$ cat src/smof_pkg.sv
// ----------------------------------------------------------------------------
// smof_pkg
// Shared widths, cell operation codes and the controller/datapath bundles
// of the sliding median outlier flag.
// ----------------------------------------------------------------------------
package smof_pkg;

  localparam int unsigned SampleW = 16;
  localparam int unsigned DmedW   = 17;
  localparam int unsigned CountW  = 32;
  localparam int unsigned CfgW    = 7;

  typedef enum logic [1:0] {
    CELL_HOLD,
    CELL_DEL,
    CELL_INS
  } cell_op_e;

  // controller -> datapath, one strobe set per cycle
  typedef struct packed {
    logic     load;     // capture request, read ring and median taps
    logic     emit;     // form the result and load the output register
    logic     advance;  // write ring, step head and fill count
    cell_op_e op;
  } cmd_t;

  // datapath -> controller
  typedef struct packed {
    logic filling;
    logic out_free;
  } sts_t;

endpackage

$ cat src/smof_ctrl.sv
// ----------------------------------------------------------------------------
// smof_ctrl
// Sequencer for one request: capture, delete the oldest sample and emit the
// result, then insert the new sample. Fill requests skip the delete step.
// ----------------------------------------------------------------------------
module smof_ctrl (
  input  logic           clk_i,
  input  logic           rst_ni,
  input  logic           in_valid_i,
  output logic           in_stall_o,
  input  smof_pkg::sts_t sts_i,
  output smof_pkg::cmd_t cmd_o
);

  typedef enum logic [1:0] {
    ST_IDLE,
    ST_DEL,
    ST_INS
  } state_e;

  state_e state_q, state_d;
  logic   stall_q, stall_d;

  always_comb begin
    cmd_o   = '{load: 1'b0, emit: 1'b0, advance: 1'b0, op: smof_pkg::CELL_HOLD};
    state_d = state_q;
    stall_d = stall_q;
    unique case (state_q)
      ST_IDLE: begin
        if (in_valid_i && !stall_q) begin
          cmd_o.load = 1'b1;
          stall_d    = 1'b1;
          state_d    = sts_i.filling ? ST_INS : ST_DEL;
        end
      end
      ST_DEL: begin
        // hold until the output register can take the result
        if (sts_i.out_free) begin
          cmd_o.emit = 1'b1;
          cmd_o.op   = smof_pkg::CELL_DEL;
          state_d    = ST_INS;
        end
      end
      ST_INS: begin
        cmd_o.op      = smof_pkg::CELL_INS;
        cmd_o.advance = 1'b1;
        stall_d       = 1'b0;
        state_d       = ST_IDLE;
      end
      default: begin
        stall_d = 1'b0;
        state_d = ST_IDLE;
      end
    endcase
  end

  always_ff @(posedge clk_i or negedge rst_ni) begin
    if (!rst_ni) begin
      state_q <= ST_IDLE;
      stall_q <= 1'b0;
    end else begin
      state_q <= state_d;
      stall_q <= stall_d;
    end
  end

  assign in_stall_o = stall_q;

  a_busy_stalls: assert property (@(posedge clk_i) disable iff (!rst_ni)
    cmd_o.load |=> in_stall_o && state_q != ST_IDLE)
    else $error("request taken without entering the sequence");

  a_ins_after: assert property (@(posedge clk_i) disable iff (!rst_ni)
    cmd_o.emit |=> cmd_o.op == smof_pkg::CELL_INS)
    else $error("delete not followed by insert");

endmodule
$ cat config.mk
export PLATFORM = sky130hd
export DESIGN_NAME = smof_ctrl
export DESIGN_NICKNAME = d
export VERILOG_FILES = /design/src/smof_pkg.sv /design/src/smof_ctrl.sv
export SDC_FILE = /design/constraint.sdc
export NUM_CORES = 1
export LEC_CHECK = 0
export BUFFER_PORTS_ARGS = -buffer_cell sky130_fd_sc_hd__buf_2
export CORE_AREA = 8 8 45 47
export DETAILED_ROUTE_END_ITERATION = 10
export DIE_AREA = 0 0 53 55
export HOLD_SLACK_MARGIN = 0.1
export PLACE_DENSITY = 0.32
export SYNTH_ARGS = -nofsm -noshare
export SYNTH_HDL_FRONTEND = slang
export SYNTH_SLANG_ARGS = --single-unit
$ cat constraint.sdc
create_clock -name clk_i -period 1.53 [get_ports clk_i]
set_clock_uncertainty 0.2 [all_clocks]
set_input_delay 0.153 -clock clk_i [delete_from_list [all_inputs] [get_ports clk_i]]
set_output_delay 0.153 -clock clk_i [all_outputs]
set_load 0.05 [all_outputs]
==> out/results.tsv <==
stage	metric	value	unit
clocking	H-tree depth	1	
critical_path	slowest stage delay, CP	0.53	ns
power_and_ir_drop	PD cells	1320	nW/um^2
floorplan	die footprint	2920	um^2
global_route	initial antenna violation count	0	
global_route	Total Routing Usage GR	4.00	%
critical_path	worst reg2reg startpoint	state_q[0]$_DFFE_PN0P_	
global_route	largest net degree at the start of global routing	9	
flow_run	max_cap viols	0	
placement	DP Cell Count	41	
final_layout	nets@finish	41	
critical_path	Bufs and invs on worst path	2	
placement	pre-CTS WS	0.140	ns
clocking	CTS clock-pin slew for the worst setup and hold paths	0.04	ns
drt	ANT nets after route	0	
drt	final WL	483	um
final_layout	fillcell total	167	
outcome	status	finished clean	
critical_path	WP data arrival	1.46	ns
timing	worst setup margin	0.0234	ns
timing	Final Critical Period	1.51	ns
power_and_ir_drop	sequential share of power	27.2	%
critical_path	CP max stage cell	dlygate4sd3_1	
drt	TritonRoute pass-1 iters	4	
timing	Pins Over Slew Limit	0	
floorplan	Core Box Area	1380	um^2
final_layout	Sequential cell area	78.8	um^2
synthesis	mean post-synth cell area	10.3	um^2
synthesis	Yosys cell types	12	
drt	Residual DRC	0	
power_and_ir_drop	Clock Power Share	28.9	%
drt	drt via density	3.76	
floorplan	Row Count	14	
critical_path	CP endpoint	state_q[0]$_DFFE_PN0P_	
drt	Routed WL per cell	9.47	um
synthesis	Netlist Area Pre-Place	175	um^2
clocking	CTS Root Buffer Type	clkbuf_4	
power_and_ir_drop	Net Switching	0.000193	W
drt	total number of vias	192	
power_and_ir_drop	Logic pwr share	43.9	%
global_route	gr ovfl total	0	
timing	post-route setup TNS	0	ns
floorplan	Top-Level Pins	11	
placement	Port Buffer Count	10	
clocking	CTS Buffer Depth	2	
critical_path	CP Depth	4	
final_layout	layout cells sized above 1	57.1	%
synthesis	Yosys reg bits	3	
critical_path	critical path's top delay family	buffers and inverters	
timing	final setup fails	0	
final_layout	Multi-input gate area	96.3	um^2
timing	Final Hold Viols	0	
final_layout	Layout Cells excl Fill	51	
critical_path	CP Capture Type	flip-flop	
critical_path	crit-path max FO	2	
final_layout	ant diodes	0	
placement	RD Place Congestion	0.685	
hold_path	worst hold path type	flip-flop to flip-flop	
clocking	clk_lat worst skew	0.23	ns
floorplan	Initial Util	12.7	%
synthesis	cell taking the most area after synthesis	dfrtp_1	
clocking	CTS tree	done	
timing	Slew HR	83.4	%
power_and_ir_drop	Peak VDD IR	396	uV
timing	period utilization	98.5	%
power_and_ir_drop	leakage power	0.164	nW
synthesis	largest cells by area after synthesis	dfrtp_1 (43%), a21oi_1 (8.6%), buf_4 (8.6%)	
synthesis	post-synth top area share	42.9	%
drt	Starting DRT DRC Count	2	
power_and_ir_drop	Internal	0.000278	W
timing	Max Clk Rate	0.664	GHz
global_route	first-pass GRT wire length	745	um
synthesis	synth warn	0	
final_layout	post-layout util	25.8	%
synthesis	Mapped Cells	17	
critical_path	Crit Reg-Reg Endpoint	state_q[0]$_DFFE_PN0P_	
critical_path	kind of critical path	primary input to flip-flop	
timing	Least-Margin Pin Slew	0.251	ns
final_layout	Area growth syn-to-layout	104	%
critical_path	flop-to-flop setup slack	0.03	ns
critical_path	CP Launch Type	primary input	
power_and_ir_drop	sw frac	41.0	%
clocking	clk sinks	3	
synthesis	sequential cell area fraction in the yosys report	42.9	%
clocking	Num CTS Buffers	3	
timing	RSZ-0062 raised after global routing	true	
critical_path	Worst Path Required	1.48	ns
floorplan	Vert. Die Dim	55	um
critical_path	Setup crit start	sts_i[1]	
floorplan	Die Wd	53	um
critical_path	worst-path cell chain	dlygate4sd3_1 > buf_2 > or4b_1 > a21oi_1	
synthesis	Post-Syn Nets	22	
global_route	vias in the first global route	189	
critical_path	reg2reg path depth	3	
## layout make-up
cell class | count | area share [%]
clock buffers | 4 | 7.37
inverters | 1 | 1.05
multi-input cells | 11 | 27.0
flip-flops and latches | 3 | 22.1
well taps | 16 | 5.61
repair buffers | 16 | 36.8
## cells by family after synthesis
family	Yosys count	synth area share (%)
AOI/OAI and AO/OA	3	8.57
buffers and inverters	3	10.7
DFF	3	42.9
and+or+nand+nor	8	37.9
## synth_stat cells
library cell  instances
a21oi_1               3
inv_1                 1
and3b_2               1
or2b_1                1
nand2b_1              1
or4b_1                1
and2b_2               1
nand4bb_1             1
nor4b_1               1
dfrtp_1               3
buf_4                 2
nand2_1               1
## per-stage QoR
stage / total power [W] / hold WS, ns / area, um^2
final: 0.000471 / 0.311 / 357
after global routing: 0.000511 / 0.339 / 357
after CTS: 0.000476 / 0.364 / 335
after detailed placement: 0.000305 / -0.250 / 246
after global placement: 0.000306 / -0.250 / 246
after floorplan: 0.000270 / -0.343 / 191
## power by group through the flow
stage | logic (W) | registers, W | clock network [W]
2_1_floorplan | 0.000114 | 0.000155 | 0
3_3_place_gp | 0.000176 | 0.000130 | 0
3_5_place_dp | 0.000175 | 0.000130 | 0
4_1_cts | 0.000197 | 0.000130 | 0.000149
5_1_grt | 0.000218 | 0.000133 | 0.000159
6_report | 0.000207 | 0.000128 | 0.000136
## routing by layer
layer	up-vias	GRT usage [%]	routed length (um)
li1	93	-	-
met1	90	2.75	180
met2	7	5.86	255
met3	2	2.67	32
met4	0	6.47	14
met5	-	0	0
## timing repair
item                       in CTS  in global routing
hold buffers                    5                  0
setup endpoints to repair       5                  4
resized for setup               5                  7
buffers inserted                0                  1
pin swaps                       0                  1
hold endpoints to repair        6                  0
## placed cells by master (no fill, tap or decap), types with 3 or more instances in the layout
cell / Yosys / final
a21oi_1: 3 / 3
buf_2: 0 / 5
buf_4: 2 / 3
buf_6: 0 / 3
clkbuf_4: 0 / 3
dfrtp_2: 0 / 3
dlygate4sd3_1: 0 / 5
## registers in the layout, indices dropped and copies added (netlist names)
| name | count |
|---|---|
| in_stall_o | 1 |
| state_q | 2 |
## worst min-delay path by stage
stage	start	to	slack, ns	depth (start not counted)
floorplan	rst_ni	in_stall_o$_DFFE_PN0P_	-0.34	0
global placement	rst_ni	state_q[1]$_DFFE_PN0P_	-0.25	1
detailed placement	rst_ni	state_q[1]$_DFFE_PN0P_	-0.25	1
CTS	state_q[1]$_DFFE_PN0P_	in_stall_o$_DFFE_PN0P_	0.36	1
global route	state_q[1]$_DFFE_PN0P_	state_q[0]$_DFFE_PN0P_	0.34	1
finish	state_q[1]$_DFFE_PN0P_	in_stall_o$_DFFE_PN0P_	0.31	1
Power figures use the tool's default switching activity.
